**src/design/line_assembler_with_stop_word_assert.svh**
```systemverilog
`ifndef LINE_ASSEMBLER_WITH_STOP_WORD_ASSERT_SVH
`define LINE_ASSEMBLER_WITH_STOP_WORD_ASSERT_SVH

// condition must never hold at a clock edge
`define LASW_ASSERT_NEVER(lbl, expr, msg) \
	lbl: assert property (@(posedge clk) disable iff (!arst_n) !(expr)) else $error(msg);

// antecedent at one edge implies consequent at the next
`define LASW_ASSERT_NEXT(lbl, ante, cons, msg) \
	lbl: assert property (@(posedge clk) disable iff (!arst_n) (ante) |=> (cons)) \
		else $error(msg);

`endif

```
**src/design/lasw_pkg.sv**
```systemverilog
package lasw_pkg;

	localparam int LINE_BYTES = 64;
	localparam int CNT_W      = $clog2(LINE_BYTES);
	localparam int ADDR_W     = CNT_W + 1;

	localparam int CQ_DEPTH  = 2;
	localparam int CQ_PTR_W  = $clog2(CQ_DEPTH);
	localparam int CQ_CNT_W  = $clog2(CQ_DEPTH + 1);
	localparam int RQ_DEPTH  = 4;
	localparam int RQ_PTR_W  = $clog2(RQ_DEPTH);
	localparam int RQ_LVL_W  = $clog2(RQ_DEPTH + 1);

	localparam logic [CNT_W-1:0] LAST_IDX = CNT_W'(LINE_BYTES - 1);

	localparam int STOP_LEN = 4;
	localparam int DST_LEN  = 5;

	localparam logic [7:0] CH_CR     = 8'h0d;
	localparam logic [7:0] CH_LF     = 8'h0a;
	localparam logic [7:0] CH_BANG   = 8'h21;
	localparam logic [7:0] CH_DOLLAR = 8'h24;
	localparam logic [7:0] CH_S      = 8'h73;
	localparam logic [7:0] CH_T      = 8'h74;
	localparam logic [7:0] CH_O      = 8'h6f;
	localparam logic [7:0] CH_P      = 8'h70;
	localparam logic [7:0] CH_D      = 8'h64;
	localparam logic [7:0] CH_UA     = 8'h41;
	localparam logic [7:0] CH_UZ     = 8'h5a;
	localparam logic [7:0] CASE_OFS  = 8'h20;

	typedef enum logic [1:0] {
		OP_BYTE      = 2'd0,
		OP_TAKE_LINE = 2'd1,
		OP_TAKE_STOP = 2'd2,
		OP_TAKE_OVF  = 2'd3
	} op_t;

	typedef enum logic {
		BK_IDLE,
		BK_STREAM
	} back_state_t;

	typedef struct packed {
		op_t        op;
		logic [7:0] rx_byte;
		logic [7:0] read_limit;
		logic       is_eol;
		logic       ends;
	} cmd_t;

	typedef struct packed {
		logic       took;
		logic [7:0] data_byte;
		logic       byte_valid;
		logic       last;
		logic       stop_pending;
		logic       overflow_pending;
		logic       line_waiting;
	} res_t;

	function automatic logic [7:0] fold_case(input logic [7:0] c);
		logic [7:0] r;
		r = c;
		if (c >= CH_UA && c <= CH_UZ)
			r = c + CASE_OFS;
		return r;
	endfunction

	function automatic logic [7:0] stop_char(input logic [1:0] idx);
		logic [7:0] r;
		unique case (idx)
			2'd0: r = CH_S;
			2'd1: r = CH_T;
			2'd2: r = CH_O;
			2'd3: r = CH_P;
			default: r = CH_S;
		endcase
		return r;
	endfunction

	function automatic logic [7:0] dst_char(input logic [2:0] idx);
		logic [7:0] r;
		unique case (idx)
			3'd0: r = CH_DOLLAR;
			3'd1: r = CH_D;
			3'd2: r = CH_S;
			3'd3: r = CH_T;
			3'd4: r = CH_BANG;
			default: r = CH_DOLLAR;
		endcase
		return r;
	endfunction

endpackage

```
**src/design/lasw_front.sv**
```systemverilog
module lasw_front (
	input  logic           clk,
	input  logic           arst_n,
	input  logic           push,
	input  logic [1:0]     operation,
	input  logic [7:0]     rx_byte,
	input  logic [7:0]     read_limit,
	output logic           full,
	output logic           cmd_valid,
	output lasw_pkg::cmd_t cmd,
	input  logic           cmd_take
);
	import lasw_pkg::*;

	cmd_t                q_q [CQ_DEPTH];
	logic [CQ_PTR_W-1:0] wr_ptr_q;
	logic [CQ_PTR_W-1:0] rd_ptr_q;
	logic [CQ_CNT_W-1:0] cnt_q;
	cmd_t                new_cmd;
	logic                acc;
	logic                take;

	always_comb begin
		new_cmd.op         = op_t'(operation);
		new_cmd.rx_byte    = rx_byte;
		new_cmd.read_limit = read_limit;
		new_cmd.is_eol     = (rx_byte == CH_CR) || (rx_byte == CH_LF);
		new_cmd.ends       = new_cmd.is_eol || (rx_byte == CH_BANG);
	end

	assign full      = (cnt_q == CQ_CNT_W'(CQ_DEPTH));
	assign cmd_valid = (cnt_q != '0);
	assign cmd       = q_q[rd_ptr_q];
	assign acc       = push && !full;
	assign take      = cmd_take && cmd_valid;

	always_ff @(posedge clk or negedge arst_n) begin
		if (!arst_n) begin
			wr_ptr_q <= '0;
			rd_ptr_q <= '0;
			cnt_q    <= '0;
		end else begin
			if (acc)
				wr_ptr_q <= wr_ptr_q + 1'b1;
			if (take)
				rd_ptr_q <= rd_ptr_q + 1'b1;
			cnt_q <= cnt_q + CQ_CNT_W'(acc) - CQ_CNT_W'(take);
		end
	end

	always_ff @(posedge clk) begin
		if (acc)
			q_q[wr_ptr_q] <= new_cmd;
	end

endmodule

```
**src/design/lasw_back.sv**
```systemverilog
module lasw_back (
	input  logic                          clk,
	input  logic                          arst_n,
	input  logic                          cmd_valid,
	input  lasw_pkg::cmd_t                cmd,
	output logic                          cmd_take,
	input  logic [lasw_pkg::RQ_LVL_W-1:0] rq_level,
	output logic                          res_push,
	output lasw_pkg::res_t                res
);
	import lasw_pkg::*;

	// two line banks; the held line is the bank not being assembled
	logic [7:0]        mem_q [2*LINE_BYTES];

	back_state_t       state_q, state_d;
	logic [CNT_W-1:0]  acount_q, acount_d;
	logic [CNT_W-1:0]  hcount_q, hcount_d;
	logic              held_q, held_d;
	logic              stop_q, stop_d;
	logic              ovf_q, ovf_d;
	logic              cls_q, cls_d;
	logic              pstop_q, pstop_d;
	logic              pdst_q, pdst_d;
	logic              abank_q, abank_d;
	logic [CNT_W-1:0]  rd_idx_q, rd_idx_d;
	logic [CNT_W-1:0]  rd_last_q, rd_last_d;

	logic              res_vld_s1;
	res_t              meta_s1;
	logic [7:0]        rdata_s1;

	logic              room;
	logic              emit;
	logic              emit_mem;
	logic              took;
	logic              last;
	logic              wr_en;
	logic [ADDR_W-1:0] rd_addr;

	logic [CNT_W-1:0]  c;
	logic [7:0]        fb;
	logic              app, drop, stop_n, dst_n, hit, cls2, finish;
	logic [CNT_W-1:0]  cnt1;
	logic [7:0]        lim_m1, hc8, n8;
	logic [CNT_W-1:0]  n;
	logic              tl_ok;

	assign room = (rq_level + RQ_LVL_W'(res_vld_s1)) < RQ_LVL_W'(RQ_DEPTH);

	assign c      = acount_q;
	assign fb     = fold_case(cmd.rx_byte);
	assign app    = !cmd.is_eol && (c != LAST_IDX);
	assign drop   = !cmd.is_eol && (c == LAST_IDX);
	assign stop_n = app && (c < CNT_W'(STOP_LEN)) && ((c == '0) || pstop_q)
	                && (fb == stop_char(c[1:0]));
	assign dst_n  = app && (c < CNT_W'(DST_LEN)) && ((c == '0) || pdst_q)
	                && (fb == dst_char(c[2:0]));
	assign hit    = app ? ((stop_n && c == CNT_W'(STOP_LEN - 1)) ||
	                       (dst_n && c == CNT_W'(DST_LEN - 1)))
	                    : (cmd.is_eol && c == CNT_W'(STOP_LEN) && pstop_q);
	assign cnt1   = app ? c + 1'b1 : (drop ? '0 : c);
	assign cls2   = (drop ? 1'b0 : cls_q) | hit;
	assign finish = cmd.ends && (cnt1 != '0) && !cls2;

	assign lim_m1 = cmd.read_limit - 8'd1;
	assign hc8    = 8'(hcount_q);
	assign n8     = (hc8 > lim_m1) ? lim_m1 : hc8;
	assign n      = CNT_W'(n8);
	assign tl_ok  = held_q && (cmd.read_limit != 8'd0);

	always_comb begin
		state_d   = state_q;
		acount_d  = acount_q;
		hcount_d  = hcount_q;
		held_d    = held_q;
		stop_d    = stop_q;
		ovf_d     = ovf_q;
		cls_d     = cls_q;
		pstop_d   = pstop_q;
		pdst_d    = pdst_q;
		abank_d   = abank_q;
		rd_idx_d  = rd_idx_q;
		rd_last_d = rd_last_q;
		cmd_take  = 1'b0;
		emit      = 1'b0;
		emit_mem  = 1'b0;
		took      = 1'b0;
		last      = 1'b1;
		wr_en     = 1'b0;
		rd_addr   = {~abank_q, rd_idx_q};
		unique case (state_q)
			BK_IDLE: begin
				if (cmd_valid && room) begin
					cmd_take = 1'b1;
					unique case (cmd.op)
						OP_BYTE: begin
							emit   = 1'b1;
							wr_en  = app;
							stop_d = stop_q | hit;
							ovf_d  = ovf_q | drop | (finish && held_q);
							if (app) begin
								pstop_d = stop_n;
								pdst_d  = dst_n;
							end
							if (cmd.ends) begin
								acount_d = '0;
								cls_d    = 1'b0;
								if (finish && !held_q) begin
									hcount_d = cnt1;
									held_d   = 1'b1;
									abank_d  = ~abank_q;
								end
							end else begin
								acount_d = cnt1;
								cls_d    = cls2;
							end
						end
						OP_TAKE_LINE: begin
							took = tl_ok;
							if (tl_ok) begin
								held_d   = 1'b0;
								hcount_d = '0;
							end
							if (tl_ok && n != '0) begin
								state_d   = BK_STREAM;
								rd_idx_d  = '0;
								rd_last_d = n - 1'b1;
							end else begin
								emit = 1'b1;
							end
						end
						OP_TAKE_STOP: begin
							emit   = 1'b1;
							took   = stop_q;
							stop_d = 1'b0;
						end
						OP_TAKE_OVF: begin
							emit  = 1'b1;
							took  = ovf_q;
							ovf_d = 1'b0;
						end
					endcase
				end
			end
			BK_STREAM: begin
				if (room) begin
					emit     = 1'b1;
					emit_mem = 1'b1;
					took     = 1'b1;
					last     = (rd_idx_q == rd_last_q);
					if (last)
						state_d = BK_IDLE;
					else
						rd_idx_d = rd_idx_q + 1'b1;
				end
			end
		endcase
	end

	always_ff @(posedge clk or negedge arst_n) begin
		if (!arst_n) begin
			state_q    <= BK_IDLE;
			acount_q   <= '0;
			hcount_q   <= '0;
			held_q     <= 1'b0;
			stop_q     <= 1'b0;
			ovf_q      <= 1'b0;
			cls_q      <= 1'b0;
			pstop_q    <= 1'b0;
			pdst_q     <= 1'b0;
			abank_q    <= 1'b0;
			rd_idx_q   <= '0;
			rd_last_q  <= '0;
			res_vld_s1 <= 1'b0;
		end else begin
			state_q    <= state_d;
			acount_q   <= acount_d;
			hcount_q   <= hcount_d;
			held_q     <= held_d;
			stop_q     <= stop_d;
			ovf_q      <= ovf_d;
			cls_q      <= cls_d;
			pstop_q    <= pstop_d;
			pdst_q     <= pdst_d;
			abank_q    <= abank_d;
			rd_idx_q   <= rd_idx_d;
			rd_last_q  <= rd_last_d;
			res_vld_s1 <= emit;
		end
	end

	always_ff @(posedge clk) begin
		if (wr_en)
			mem_q[{abank_q, c}] <= cmd.rx_byte;
		if (emit_mem)
			rdata_s1 <= mem_q[rd_addr];
		if (emit) begin
			meta_s1.took             <= took;
			meta_s1.data_byte        <= 8'd0;
			meta_s1.byte_valid       <= emit_mem;
			meta_s1.last             <= last;
			meta_s1.stop_pending     <= stop_d;
			meta_s1.overflow_pending <= ovf_d;
			meta_s1.line_waiting     <= held_d;
		end
	end

	always_comb begin
		res = meta_s1;
		if (meta_s1.byte_valid)
			res.data_byte = rdata_s1;
	end

	assign res_push = res_vld_s1;

endmodule

```
**src/design/lasw_resq.sv**
```systemverilog
module lasw_resq (
	input  logic                          clk,
	input  logic                          arst_n,
	input  logic                          res_push,
	input  lasw_pkg::res_t                res_in,
	input  logic                          pop,
	output logic                          empty,
	output lasw_pkg::res_t                head,
	output logic [lasw_pkg::RQ_LVL_W-1:0] level
);
	import lasw_pkg::*;

	res_t                q_q [RQ_DEPTH];
	logic [RQ_PTR_W-1:0] wr_ptr_q;
	logic [RQ_PTR_W-1:0] rd_ptr_q;
	logic [RQ_LVL_W-1:0] lvl_q;
	logic                take;

	assign empty = (lvl_q == '0);
	assign level = lvl_q;
	assign head  = q_q[rd_ptr_q];
	assign take  = pop && !empty;

	always_ff @(posedge clk or negedge arst_n) begin
		if (!arst_n) begin
			wr_ptr_q <= '0;
			rd_ptr_q <= '0;
			lvl_q    <= '0;
		end else begin
			if (res_push)
				wr_ptr_q <= wr_ptr_q + 1'b1;
			if (take)
				rd_ptr_q <= rd_ptr_q + 1'b1;
			lvl_q <= lvl_q + RQ_LVL_W'(res_push) - RQ_LVL_W'(take);
		end
	end

	always_ff @(posedge clk) begin
		if (res_push)
			q_q[wr_ptr_q] <= res_in;
	end

endmodule

```
**src/design/line_assembler_with_stop_word.sv**
```systemverilog
// Gathers received bytes into lines ending at CR, LF or '!', detects the stop words
// "stop" and "$dst!", and hands finished lines to a single hold slot that take items read out.
// A two-item command queue feeds the execution back end; results leave through a four-entry
// result queue, so a new item is taken while earlier results wait. In the back end a received
// byte, a flag take or a take-line item that copies no characters is done in the idle state; a
// take-line item that copies n characters passes a start state and then reads one character per
// cycle, while the result queue has room, through the single read port of the line memory. A
// result passes the command queue, the back end's result register and the result queue, a line
// character also the read register of the line memory; the back end stalls while the result
// queue has no free entry. Line handoff is a bank swap; no memory clearing is done after reset.
`include "line_assembler_with_stop_word_assert.svh"

module line_assembler_with_stop_word (
	input  logic       clk,
	input  logic       arst_n,
	input  logic       push,
	output logic       full,
	input  logic [1:0] operation,
	input  logic [7:0] rx_byte,
	input  logic [7:0] read_limit,
	output logic       empty,
	input  logic       pop,
	output logic       took,
	output logic [7:0] data_byte,
	output logic       byte_valid,
	output logic       last,
	output logic       stop_pending,
	output logic       overflow_pending,
	output logic       line_waiting
);
	import lasw_pkg::*;

	logic                cmd_valid;
	cmd_t                cmd;
	logic                cmd_take;
	logic [RQ_LVL_W-1:0] rq_level;
	logic                res_push;
	res_t                res;
	res_t                head;

	lasw_front u_front (
		.clk        (clk),
		.arst_n     (arst_n),
		.push       (push),
		.operation  (operation),
		.rx_byte    (rx_byte),
		.read_limit (read_limit),
		.full       (full),
		.cmd_valid  (cmd_valid),
		.cmd        (cmd),
		.cmd_take   (cmd_take)
	);

	lasw_back u_back (
		.clk       (clk),
		.arst_n    (arst_n),
		.cmd_valid (cmd_valid),
		.cmd       (cmd),
		.cmd_take  (cmd_take),
		.rq_level  (rq_level),
		.res_push  (res_push),
		.res       (res)
	);

	lasw_resq u_resq (
		.clk      (clk),
		.arst_n   (arst_n),
		.res_push (res_push),
		.res_in   (res),
		.pop      (pop),
		.empty    (empty),
		.head     (head),
		.level    (rq_level)
	);

	assign took             = head.took;
	assign data_byte        = head.data_byte;
	assign byte_valid       = head.byte_valid;
	assign last             = head.last;
	assign stop_pending     = head.stop_pending;
	assign overflow_pending = head.overflow_pending;
	assign line_waiting     = head.line_waiting;

	`LASW_ASSERT_NEVER(a_rq_no_overrun, res_push && rq_level == RQ_LVL_W'(RQ_DEPTH), "result queue overrun")
	`LASW_ASSERT_NEVER(a_char_slot_free, !empty && byte_valid && line_waiting, "line char with slot busy")
	`LASW_ASSERT_NEVER(a_char_took, !empty && byte_valid && !took, "line char without took")
	`LASW_ASSERT_NEXT(a_take_consumes, cmd_take, !(cmd_valid && cmd_take && full && !push), "cmd queue stuck")

endmodule

```
**config.mk**
```make
export PLATFORM = sky130hd
export DESIGN_NAME = line_assembler_with_stop_word
export DESIGN_NICKNAME = d
export VERILOG_FILES = /design/src/design/lasw_pkg.sv /design/src/design/lasw_front.sv /design/src/design/lasw_back.sv /design/src/design/lasw_resq.sv /design/src/design/line_assembler_with_stop_word.sv
export VERILOG_INCLUDE_DIRS = /design/src /design/src/design
export SDC_FILE = /design/constraint.sdc
export NUM_CORES = 1
export LEC_CHECK = 0
export BUFFER_PORTS_ARGS = -buffer_cell sky130_fd_sc_hd__buf_2
export CAP_MARGIN = 5
export CORE_AREA = 2 2 346 348
export DETAILED_ROUTE_END_ITERATION = 8
export DIE_AREA = 0 0 348 350
export PLACE_DENSITY_LB_ADDON = 0.2
export SLEW_MARGIN = 5
export SYNTH_ARGS = -nofsm -noshare
export SYNTH_HDL_FRONTEND = slang
export SYNTH_SLANG_ARGS = --single-unit
```
**constraint.sdc**
```tcl
create_clock -name clk -period 5 [get_ports clk]
set_input_delay 1.25 -clock clk [delete_from_list [all_inputs] [get_ports clk]]
set_output_delay 1.25 -clock clk [all_outputs]
set_load 0.02 [all_outputs]
```
Yosys cells after proc, flatten, opt, wreduce, memory -nomap -nowiden
Memories as Yosys holds them, arrays and structs flattened. A register that Yosys moved wholly into a read port is not among the register bits. Cells that the tools add are included.

Reduce and logical (&&, ||, !) cells: 50. Muxes and demuxes: 59. Eq/ne operators: 29. Add/sub/neg operators: 13. Bitwise gates (word level): 6. Magnitude comparators: 6.

Operators with widths (number): 2-to-1 mux 6 bit (12); 2-to-1 mux 1 bit (33); case mux 8 bit (4 select lines) (1); case mux 7 bit (4 select lines) (1); case mux 6 bit (2 select lines) (2); logical AND 1 bit (23); equality test 8 x 4 -> 1 bit, second input constant (2); 2-to-1 mux 8 bit (2); case mux 1 bit (2 select lines) (7); adder 6 x 1 -> 6 bit, second input constant (2); less-than comparator 6 x 3 -> 1 bit, second input constant (2); nonzero test 6 bit (2); equality test 2 bit, second input constant (5); inequality test 2 x 1 -> 1 bit, second input constant (5); AND reduction 5 bit (2); adder 8 x 6 -> 8 bit, second input constant (1); equality test 8 x 6 -> 1 bit, second input constant (1); equality test 8 x 7 -> 1 bit (1); equality test 8 bit (1); >= comparator 8 x 7 -> 1 bit, second input constant (1); greater-than comparator 6 x 8 -> 1 bit (1); <= comparator 8 x 7 -> 1 bit, second input constant (1); AND reduction 4 bit (2); nonzero test 8 bit (1); other kinds (32) (52).

Bits in writable memories: 1120. Output and inout port bits: 16. Memories: 3. Bits of input ports: 22. Register bits: 50. Word-level logic and storage cells: 191.

Memories: u_back.mem_q (words 128, width 8, rd ports 1, clocked after memory_dff 1, wr ports 1, RTL line lasw_back.sv:14) `logic [7:0] mem_q [2*LINE_BYTES];`; u_resq.q_q (words 4, width 14, rd ports 1, clocked after memory_dff 0, wr ports 1, RTL line lasw_resq.sv:13) `res_t q_q [RQ_DEPTH];`; u_front.q_q (words 2, width 20, rd ports 1, clocked after memory_dff 0, wr ports 1, RTL line lasw_front.sv:15) `cmd_t q_q [CQ_DEPTH];`.

Longest topological paths before layout
Gate-level depths: netlist of the first run. An unclocked memory read counts as a cell.

Depth after elaboration: 18. Depth in mapped cells: 23. Depth with buffers taken out: 17.

Cells and area by module
From an unflattened synthesis of the first run, not the netlist that was laid out.

Cells, all modules: 2192. Area, all modules: 46880.0 µm².

Modules (own cells, without submodules): lasw_back (instances 1, cells an instance 1994, sequential area each 31995.7 µm², area an instance 42711.0 µm²); lasw_resq (instances 1, cells an instance 108, sequential area each 1856.8 µm², area an instance 2451.1 µm²); lasw_front (instances 1, cells an instance 90, sequential area each 1301.2 µm², area an instance 1717.9 µm²).

Least setup slack after synthesis of the first run
No wires, ideal clock.

Kind: reg-to-reg. Start: register u_front.rd_ptr_q. End: register u_back.meta_s1, in the netlist u_back.res[0], enable pin. Period minus slack after synthesis: 4.657 ns. Path slack: 0.343 ns. Stages on the path, launching flop included: 22. Library setup time: 0.322 ns. Path buffers: 5. Data arrival time: 4.335 ns. Required time: 4.678 ns. Cell sequence: dfrtp_1 -> buf_6 -> buf_4 -> buf_2 -> buf_2 -> mux2i_1 -> ha_1 -> o21ai_0 -> xnor2_1 -> ha_1 -> o21ai_0 -> nand2b_1 -> o21a_1 -> nand4_1 -> clkbuf_1 -> mux2i_1 -> ha_1 -> nand4_1 -> mux2i_2 -> inv_1 -> a31oi_1 -> o21a_1.

Cells in the longest elaborated chain, start to end: 10. Elaborated cells between the ends (all ways): 17. Those cells by class: add/sub (1); order compare (1); eq/ne (3); mux (5); reduce/logical (6); memory (1).

RTL lines: start, declared (RTL line lasw_front.sv:17) `logic [CQ_PTR_W-1:0] rd_ptr_q;`; start signal, assigned (RTL line lasw_front.sv:46) `rd_ptr_q <= rd_ptr_q + 1'b1;`; memory (2 x 20 bit) (*); subtractor 8 x 1 -> 8 bit (RTL line lasw_back.sv:66) `assign lim_m1 = cmd.read_limit - 8'd1;`; greater-than comparator 6 x 8 -> 1 bit (RTL line lasw_back.sv:68) `assign n8 = (hc8 > lim_m1) ? lim_m1 : hc8;`; 2-to-1 mux 6 bit (RTL line lasw_back.sv:68); nonzero test 6 bit (RTL line lasw_back.sv:125) `if (tl_ok && n != '0) begin`; logical AND 1 bit (RTL line lasw_back.sv:125); 2-to-1 mux 1 bit (RTL line lasw_back.sv:125); case mux 1 bit (2 select lines) (*) (RTL line lasw_back.sv:96) `unique case (cmd.op)`; 2-to-1 mux 1 bit (*) (RTL line lasw_back.sv:94) `if (cmd_valid && room) begin`; case mux 1 bit (2 select lines) (*) (RTL line lasw_back.sv:92) `unique case (state_q)`; named net u_back.emit (RTL line lasw_back.sv:34) `logic emit;`; end, declared (RTL line lasw_back.sv:30) `res_t meta_s1;`.

Mark *: on every way through the listed nets, which the timed path passes. The rest lies on a longest branch. A chain may end at the register's enable or synchronous reset.

Final worst setup path of the first run
Start: register u_front.rd_ptr_q. End: register u_back.meta_s1, in the netlist u_back.res[4], enable pin.

The elaborated chain is that of the path after synthesis.

==> flow_summary.ini, run 1 <==
[outcome]
status = completed

[cells_and_area]
layout-drive-gt1-share_pct = 29.06
syn2layout_area_growth_pct = 14.01
final_nets = 2417
diodes = 0
final_area_mm2 = 0.05341
fill_cells = 9761

[timing]
fin_tns_setup_ns = 0
period_minus_slack_ns = 4.480
max_clock_freq_mhz = 223.2
slew_viol_final = 0
finalCritPeriodShare_pct = 89.60
rsz0062_at_grt = no
hold_slack_ns = 0.4877
hold_viol = 0
worst-slew-pin-transition_ns = 1.159
clock_skew_ns = 0.02931
fin_ws_ns = 0.5198
setup_viol = 0
relSlewSlack_pct = 22.73

[floorplanning]
die-area_mm2 = 0.1218
initial_core_util_pct = 39.78
io_pins = 38
core_mm2 = 0.1178
die_w_um = 348
die_h_um = 350
core.rowCount = 126

[hold_path]
hold_path_depth = 1
worstHoldPathType = flip-flop to flip-flop
hp-start = u_back.cls_q
hold_end = u_back.cls_q

[yosys]
synth_top_cell_by_area = edfxtp_1
yosys_warnings = 0
async_reset_ff_share_pct = 3.735
ys_top_cells_by_area = edfxtp_1, mux4_2, dfrtp_1, nor2_1, ha_1
syn-num-nets = 2251
syn_inst = 2196
ys_ff_latch = 1178
synth_edf_count = 1134
synth_top_area_share_pct = 72.69
yosys_most_used_dff = edfxtp_1
syn_area_mm2 = 0.04685
postSynthAreaPerCell_um2 = 21.33
synth.distinct_cells = 66
ys_seq_area_share_pct = 75.04

[clock_tree]
cts_resized = 0
clock-sinks = 1178
post_cts_buffers = 0
clk_latency_ns = 0.71
htreeDepth = 3
cts_made_buffers = 120
path_clk_slew_ns = 0.06
postCtsHoldBufs = 0
cts_root_buffer = clkbuf_16
cts_tree = built
cts_max_path_buffers = 3

[placement]
io_buffers = 37
place_ws_ns = 0.5322
place_area_mm2 = 0.04957
dp_hpwl_um = 65410
routabilityCongestion = 0.8147

[global_routing]
first_global_vias = 23160
track_usage_pct = 17.74
antenna_found_initial = 3
grt_max_degree = 105
grt_pass1_wl_um = 158100
grt-ovfl-total = 0

[critical_path]
path_max_fanout = 24
end_kind = flip-flop
critical_path_class = flip-flop to flip-flop
rrSetupSlack_ns = 0.52
crit_required_ns = 5.37
arrival_ns = 4.85
r2r_end = u_back.res[4]
r2r_start = u_front.rd_ptr_q
ff2ff_path_depth = 14
startpoint_type = flip-flop

[route]
drc = 0
drt_iter0_drc = 2015
via_per_inst = 5.540
drt-total-wl_um = 107000
wl_per_cell_um = 26.76
ant_nets = 0
vias = 22160
drtPass1Iterations = 6

[power]
fin_total_pwr_mw = 26.03
peakVddDrop_v = 0.0003202
p_per_area_mw_per_mm2 = 487.4
power_leakage_nw = 16.55

[flow_run]
cap_violations = 0
-- logic make-up (layout without fill, tap and decap cells) --
logic type | count (synthesis) | count (layout) | synth area share [%]
flip-flops | 1178 | 1178 | 75.04
AND/OR/NAND/NOR | 333 | 333 | 3.256
adder cells (fa/ha/maj) | 33 | 33 | 0.8813
buffers and inverters | 146 | 414 | 1.210
AO/OA/AOI/OAI | 78 | 78 | 1.170
multiplexers | 393 | 393 | 17.79
XOR/XNOR | 35 | 35 | 0.6543
-- cells in the mapped netlist, types with 2 or more instances --
library cell,n
nor2_1,159
clkbuf_1,77
dfrtp_1,44
ha_1,33
xnor2_1,25
o31ai_1,2
a21oi_1,13
o32ai_1,2
o221ai_1,3
nand2b_1,4
and2_1,14
xor2_1,10
or4_1,5
a21o_1,4
nand4_1,10
a211oi_1,4
inv_1,35
a32oi_1,2
nor3b_1,7
buf_1,26
a31oi_1,2
nor4_1,4
nor3_1,18
a22oi_1,2
and3_1,4
nor2b_1,7
edfxtp_1,1134
nand3_1,22
o211ai_1,3
mux2i_1,27
o21ai_0,21
a2bb2oi_1,2
o21a_1,2
mux4_2,350
mux2_2,15
buf_2,6
or3_1,8
nand2_1,61
or3b_2,2
-- layout by cell type (no fill, tap or decap), drive strengths merged, types with 7 or more instances in the layout --
cell      Yosys  final
bufinv        0     10
nand4        10     10
xnor2        25     25
inv          35     38
xor2         10     10
nor2        159    159
nor3         19     19
o21ai        21     21
mux2         15     15
nand3        23     23
clkinv        0     59
and2         14     14
buf          34    155
clkbuf       77    144
nor3b         7      7
mux4        350    350
edfxtp     1134   1134
or3           8      8
nor2b         7      7
mux2i        28     28
ha           33     33
a21oi        13     13
dfrtp        44     44
nand2        61     61
clkinvlp      0      8
-- power breakdown --
part	total [mW]	switching [mW]	leakage [nW]	internal, mW
Combinational	4.62	2.99	3.90	1.63
Sequential	12.7	0.367	10.8	12.3
Clock	8.72	3.70	1.87	5.02
-- worst max-delay path by stage --
| stage | start | end | slack, ns | cells after the start |
|---|---|---|---|---|
| 3_3_place_gp | u_front.rd_ptr_q | u_back.res[4] | 0.54 | 14 |
| 5_1_grt | u_front.rd_ptr_q | u_back.res[3] | 0.08 | 14 |
| 6_report | u_front.rd_ptr_q | u_back.res[4] | 0.52 | 14 |
| 3_5_place_dp | u_front.rd_ptr_q | u_back.res[4] | 0.53 | 14 |
| 4_1_cts | u_front.rd_ptr_q | u_back.res[3] | 0.53 | 14 |
| 2_1_floorplan | u_front.rd_ptr_q | u_back.res[0] | 0.34 | 21 |
-- flip-flops by register name, indices dropped and copies added (netlist names), 8 cells and up --
register,cells
u_back.mem_q,1024
u_resq.q_q,56
u_front.q_q,40
u_back.rdata_s1,8
-- critical path: stages (launching register included) --
cell and delay, ns:
dfrtp_2 0.59, or4_1 0.63, a21boi_0 0.28, nor2_1 0.14
ha_1 0.30, a2111oi_0 0.36, o21ai_0 0.16, nand4_1 0.18
mux2i_1 0.36, ha_1 0.23, nand4_1 0.09, mux2i_2 0.26
inv_1 0.07, a31oi_1 0.18, o21a_1 0.30
-- final cells by class --
cell class,instances,area [µm²],area share [%]
Inverter,35,148.9,0.2788
Timing Repair Buffer,155,1196,2.240
Tap cell,1536,1922,3.598
Clock inverter,80,663.1,1.242
Clock buffer,144,3178,5.950
Multi-Input combinational cell,872,11130,20.85
Sequential cell,1178,35170,65.84
-- layer usage --
metal	vias to the layer above	wire (µm)	global-route usage [%]
met5	-	30	0
met4	6	3188	6.175
met3	168	7142	4.167
met2	704	51760	28.48
met1	11800	44920	23.87
li1	9476	-	-
-- metrics by stage --
step	utilization (%)	instances
floorplan	-	2196
global placement	42.09	3776
detailed placement	42.09	3776
CTS	45.35	4000
global route	45.35	4000
finish	45.35	4000
(Power assumes the default switching activity.)
==> inputs of run 2 (changes only) <==
--- a/config.mk
+++ b/config.mk
@@ -8,9 +8,9 @@
 export LEC_CHECK = 0
 export BUFFER_PORTS_ARGS = -buffer_cell sky130_fd_sc_hd__buf_2
 export CAP_MARGIN = 5
-export CORE_AREA = 2 2 346 348
+export CORE_AREA = 2 2 399 401
 export DETAILED_ROUTE_END_ITERATION = 8
-export DIE_AREA = 0 0 348 350
+export DIE_AREA = 0 0 401 403
 export PLACE_DENSITY_LB_ADDON = 0.2
 export SLEW_MARGIN = 5
 export SYNTH_ARGS = -nofsm -noshare
==> flow_summary.ini, run 2 (same netlist as run 1, synthesis figures left out) <==
[cells_and_area]
syn2layout_area_growth_pct = 16.55
final_cell_mix = edfxtp_1, mux4_2, buf_4, nor2_1, clkbuf_16
final_common_cell = edfxtp_1
regMostFlops = u_back.mem_q
layout-drive-gt1-share_pct = 30.73
final_nets = 2479
reg_top3 = u_back.mem_q (1024), u_resq.q_q (56), u_front.q_q (40)
largest_reg_flops = 1024

[flow_run]
cap_violations = 0

[timing]
slew_viol_final = 0
finalCritPeriodShare_pct = 90.81
period_minus_slack_ns = 4.541
worst-slew-pin-transition_ns = 1.068
relSlewSlack_pct = 28.81
hold_viol = 0
max_clock_freq_mhz = 220.2
rsz0062_at_grt = no
clock_skew_ns = 0.03388
fin_tns_setup_ns = 0
setup_viol = 0

[clock_tree]
post_cts_buffers = 0
path_clk_slew_ns = 0.06
postCtsHoldBufs = 0
clk_latency_ns = 0.77
htreeDepth = 3
cts_root_buffer = clkbuf_16
cts_max_path_buffers = 3
cts_tree = built
cts_made_buffers = 119
cts_resized = 0
clock-sinks = 1178

[floorplanning]
die-area_mm2 = 0.1616
initial_core_util_pct = 29.75
die_h_um = 403
core.rowCount = 146
core_mm2 = 0.1575
die_w_um = 401
io_pins = 38

[global_routing]
grt-ovfl-total = 0
track_usage_pct = 14.35
antenna_found_initial = 4
first_global_vias = 23570
grt_max_degree = 78
grt_pass1_wl_um = 170000

[power]
fin_total_pwr_mw = 26.31
power_leakage_nw = 16.90
peakVddDrop_v = 0.0003556
p_per_area_mw_per_mm2 = 481.8

[route]
ant_nets = 0
drt_iter0_drc = 1812
drtPass1Iterations = 6
via_per_inst = 4.875
drt-total-wl_um = 116000
wl_per_cell_um = 25.21
drc = 0
vias = 22430

[critical_path]
arrival_ns = 4.96
critical_path_class = flip-flop to flip-flop
path_max_fanout = 13
crit_required_ns = 5.42
startpoint_type = flip-flop
end_kind = flip-flop

[hold_path]
worstHoldPathType = flip-flop to flip-flop

[outcome]
status = completed

[placement]
dp_hpwl_um = 71010
routabilityCongestion = 0.7902
io_buffers = 37
==> run 2: cell count changes in the layout (fill, tap and decap cells not counted), moves of 2 or more <==
| cell | change |
|---|---|
| inv_16 | +3 |
| diode_2 | +4 |
| clkinv_16 | +2 |
| buf_4 | +62 |
| clkinv_1 | -5 |
| clkbuf_8 | +5 |
| clkbuf_1 | +5 |
| clkbuf_16 | -4 |
| clkinv_2 | -6 |
==> run 2: final cells by class <==
cell class | count | area [µm²]
flip-flops and latches | 1178 | 35170
clock buffers | 150 | 3166
diodes | 4 | 10.01
multi-input cells | 872 | 11130
clock inverters | 72 | 699.4
fillers | 14580 | 102900
inverters | 35 | 148.9
well taps | 2072 | 2592
repair buffers | 218 | 1682
==> run 2: per-layer routing <==
metal,part of all wire [%],track usage [%]
met3,5.0,2.633
met2,49,23.40
met1,45,19.72
met4,1.9,3.906
met5,0,0
==> run 2: power by group <==
group / switching, mW / internal [mW]
combinational: 3.22 / 1.68
sequential: 0.294 / 12.3
clock: 3.82 / 4.97
==> run 2: through the flow <==
step | cells | setup slack, ns | instance area [µm²] | util, % | hold slack [ns]
2_1_floorplan | 2196 | 0.3435 | 46850 | - | 0.4501
6_report | 4601 | 0.4595 | 54600 | 34.67 | 0.4890
3_3_place_gp | 4375 | 0.5781 | 50720 | 32.21 | 0.4647
5_1_grt | 4597 | 0.1014 | 54590 | 34.67 | 0.5019
4_1_cts | 4597 | 0.5420 | 54590 | 34.67 | 0.4954
3_5_place_dp | 4375 | 0.5894 | 50720 | 32.21 | 0.4805
==> run 2: path summary, 6_finish.rpt <==
kind / cells after the start / slack [ns] / from / end
setup / recovery: 16 / 0.46 / u_front.rd_ptr_q / u_back.res[3]
setup reg to reg: 16 / 0.46 / u_front.rd_ptr_q / u_back.res[3]
min in group asynchronous: 1 / 0.68 / arst_n / u_front.rd_ptr_q
hold reg to reg: 1 / 0.49 / u_front.wr_ptr_q / u_front.wr_ptr_q
max in group asynchronous: 1 / 3.52 / arst_n / u_back.rd_idx_q[1]
hold / removal: 1 / 0.49 / u_front.wr_ptr_q / u_front.wr_ptr_q
==> run 2: critical path, stage by stage, from the launching register on <==
cell and delay [ns]:
dfrtp_2 0.50, or4_1 0.59, a21boi_0 0.28, nor2_1 0.14, ha_1 0.32, a2111oi_0 0.48, o21ai_0 0.18, nand4_1 0.20
buf_4 0.20, nor2_1 0.05, a21oi_1 0.20, ha_1 0.22, nand4_1 0.09, mux2i_2 0.24, inv_1 0.07, a31oi_1 0.16
o21a_1 0.30
==> inputs of run 3 (changes only) <==
--- a/config.mk
+++ b/config.mk
@@ -8,9 +8,9 @@
 export LEC_CHECK = 0
 export BUFFER_PORTS_ARGS = -buffer_cell sky130_fd_sc_hd__buf_2
 export CAP_MARGIN = 5
-export CORE_AREA = 2 2 399 401
+export CORE_AREA = 2 2 436 438
 export DETAILED_ROUTE_END_ITERATION = 8
-export DIE_AREA = 0 0 401 403
+export DIE_AREA = 0 0 438 440
 export PLACE_DENSITY_LB_ADDON = 0.2
 export SLEW_MARGIN = 5
 export SYNTH_ARGS = -nofsm -noshare
==> flow_summary.ini, run 3 (same netlist as run 1, synthesis figures left out) <==
[clock_tree]
postCtsHoldBufs = 0
htreeDepth = 4
clk_latency_ns = 0.77
cts_root_buffer = clkbuf_16
clock-sinks = 1178
cts_tree = built
cts_resized = 0
post_cts_buffers = 0
cts_max_path_buffers = 3
cts_made_buffers = 132
path_clk_slew_ns = 0.06

[placement]
routabilityCongestion = 0.7632
dpl.cell_count = 4814
dp_hpwl_um = 73040
io_buffers = 37

[floorplanning]
io_pins = 38
core.rowCount = 160
die-area_mm2 = 0.1927
initial_core_util_pct = 24.84
core_mm2 = 0.1886
die_w_um = 438
die_h_um = 440

[timing]
clock_skew_ns = 0.03161
finalCritPeriodShare_pct = 86.92
hold_viol = 0
worst-slew-pin-transition_ns = 1.163
relSlewSlack_pct = 22.47
fin_tns_setup_ns = 0
max_clock_freq_mhz = 230.1
rsz0062_at_grt = no
period_minus_slack_ns = 4.346
slew_viol_final = 0
setup_viol = 0

[route]
drc = 0
drt_iter0_drc = 1556
via_per_inst = 4.432
drt-total-wl_um = 120600
vias = 22400
drtPass1Iterations = 7
wl_per_cell_um = 23.85
ant_nets = 0

[critical_path]
end_kind = flip-flop
path_max_fanout = 16
arrival_ns = 4.80
crit_required_ns = 5.45
critical_path_class = flip-flop to flip-flop
startpoint_type = flip-flop

[cells_and_area]
syn2layout_area_growth_pct = 18.75
final_common_cell = edfxtp_1
layout-drive-gt1-share_pct = 30.96
largest_reg_flops = 1024
reg_top3 = u_back.mem_q (1024), u_resq.q_q (56), u_front.q_q (40)
final_nets = 2492
regMostFlops = u_back.mem_q
final_cell_mix = edfxtp_1, mux4_2, buf_4, nor2_1, clkbuf_16
stdcell_count = 5055

[power]
clkPwrFrac_pct = 35.5
p_per_area_mw_per_mm2 = 489.5
peakVddDrop_v = 0.0004325
power_leakage_nw = 17.12
p_sw_share_pct = 27.83
pwr-share-seq_pct = 46.4
p_switching_mw = 7.580
p_int_mw = 19.66
power_frac_comb_pct = 18.1

[global_routing]
track_usage_pct = 12.57
grt_pass1_wl_um = 175100
antenna_found_initial = 6
grt_max_degree = 96
grt-ovfl-total = 0
first_global_vias = 23840

[flow_run]
cap_violations = 0

[hold_path]
worstHoldPathType = input pin to asynchronous set/reset pin

[outcome]
status = completed
[run 3: worst max-delay path, stage by stage (launching register included)]
cell and delay (ns):
dfrtp_2 0.54, or4_1 0.59, a21boi_0 0.29, nor2_1 0.15, ha_1 0.32, a2111oi_0 0.38, o21ai_0 0.14, nand4_1 0.17
mux2i_1 0.34, ha_1 0.23, nand4_1 0.10, mux2i_2 0.25, inv_1 0.08, a31oi_1 0.17, o21a_1 0.30
[run 3: routing by layer]
| metal | track usage [%] | wire length, µm | vias up |
|---|---|---|---|
| li1 | - | - | 9610 |
| met3 | 2.301 | 4741 | 170 |
| met5 | 0 | 0 | - |
| met1 | 17.16 | 54870 | 12160 |
| met4 | 3.237 | 2424 | 0 |
| met2 | 20.60 | 58510 | 463 |
[run 3: path summary, 6_finish.rpt]
kind	cells after the start	from	to	slack, ns
max in group asynchronous	2	arst_n	u_back.rd_idx_q[1]	3.76
worst min-delay path	1	arst_n	u_back.hcount_q[2]	0.44
worst max register to register	14	u_front.rd_ptr_q	u_back.res[1]	0.65
worst max-delay path	14	u_front.rd_ptr_q	u_back.res[1]	0.65
min in group clk	1	u_back.cls_q	u_back.cls_q	0.48
worst min register to register	1	u_back.cls_q	u_back.cls_q	0.48
[run 3: area by class of cell]
| type | count | area [µm²] |
|---|---|---|
| Antenna cell | 2 | 5.005 |
| Clock buffer | 164 | 3466 |
| Clock inverter | 75 | 849.6 |
| Fill cell | 18420 | 132900 |
| Inverter | 35 | 148.9 |
| Multi-Input combinational cell | 872 | 11130 |
| Sequential cell | 1178 | 35170 |
| Tap cell | 2511 | 3142 |
| Timing Repair Buffer | 218 | 1719 |
[run 3: power groups by stage]
stage	Combinational, mW	Clock (mW)	Sequential (mW)
after detailed placement	5.11	0	12.8
after global placement	4.96	0	12.8
final	4.93	9.68	12.6
after global routing	5.40	10.3	12.7
after floorplan	3.14	0	12.7
after CTS	5.10	9.98	12.6
[run 3: through the flow]
| stage | total power [mW] | worst slack (ns) | hold WS [ns] | util (%) | instance area, µm² |
|---|---|---|---|---|---|
| after floorplan | 15.86 | 0.3435 | 0.4501 | - | 46850 |
| after global placement | 17.78 | 0.5250 | 0.4753 | 27.21 | 51310 |
| after detailed placement | 17.94 | 0.6598 | 0.4764 | 27.21 | 51310 |
| after CTS | 27.72 | 0.6399 | 0.3677 | 29.50 | 55630 |
| after global routing | 28.39 | 0.1826 | 0.4155 | 29.50 | 55630 |
| final | 27.24 | 0.6540 | 0.4401 | 29.50 | 55630 |
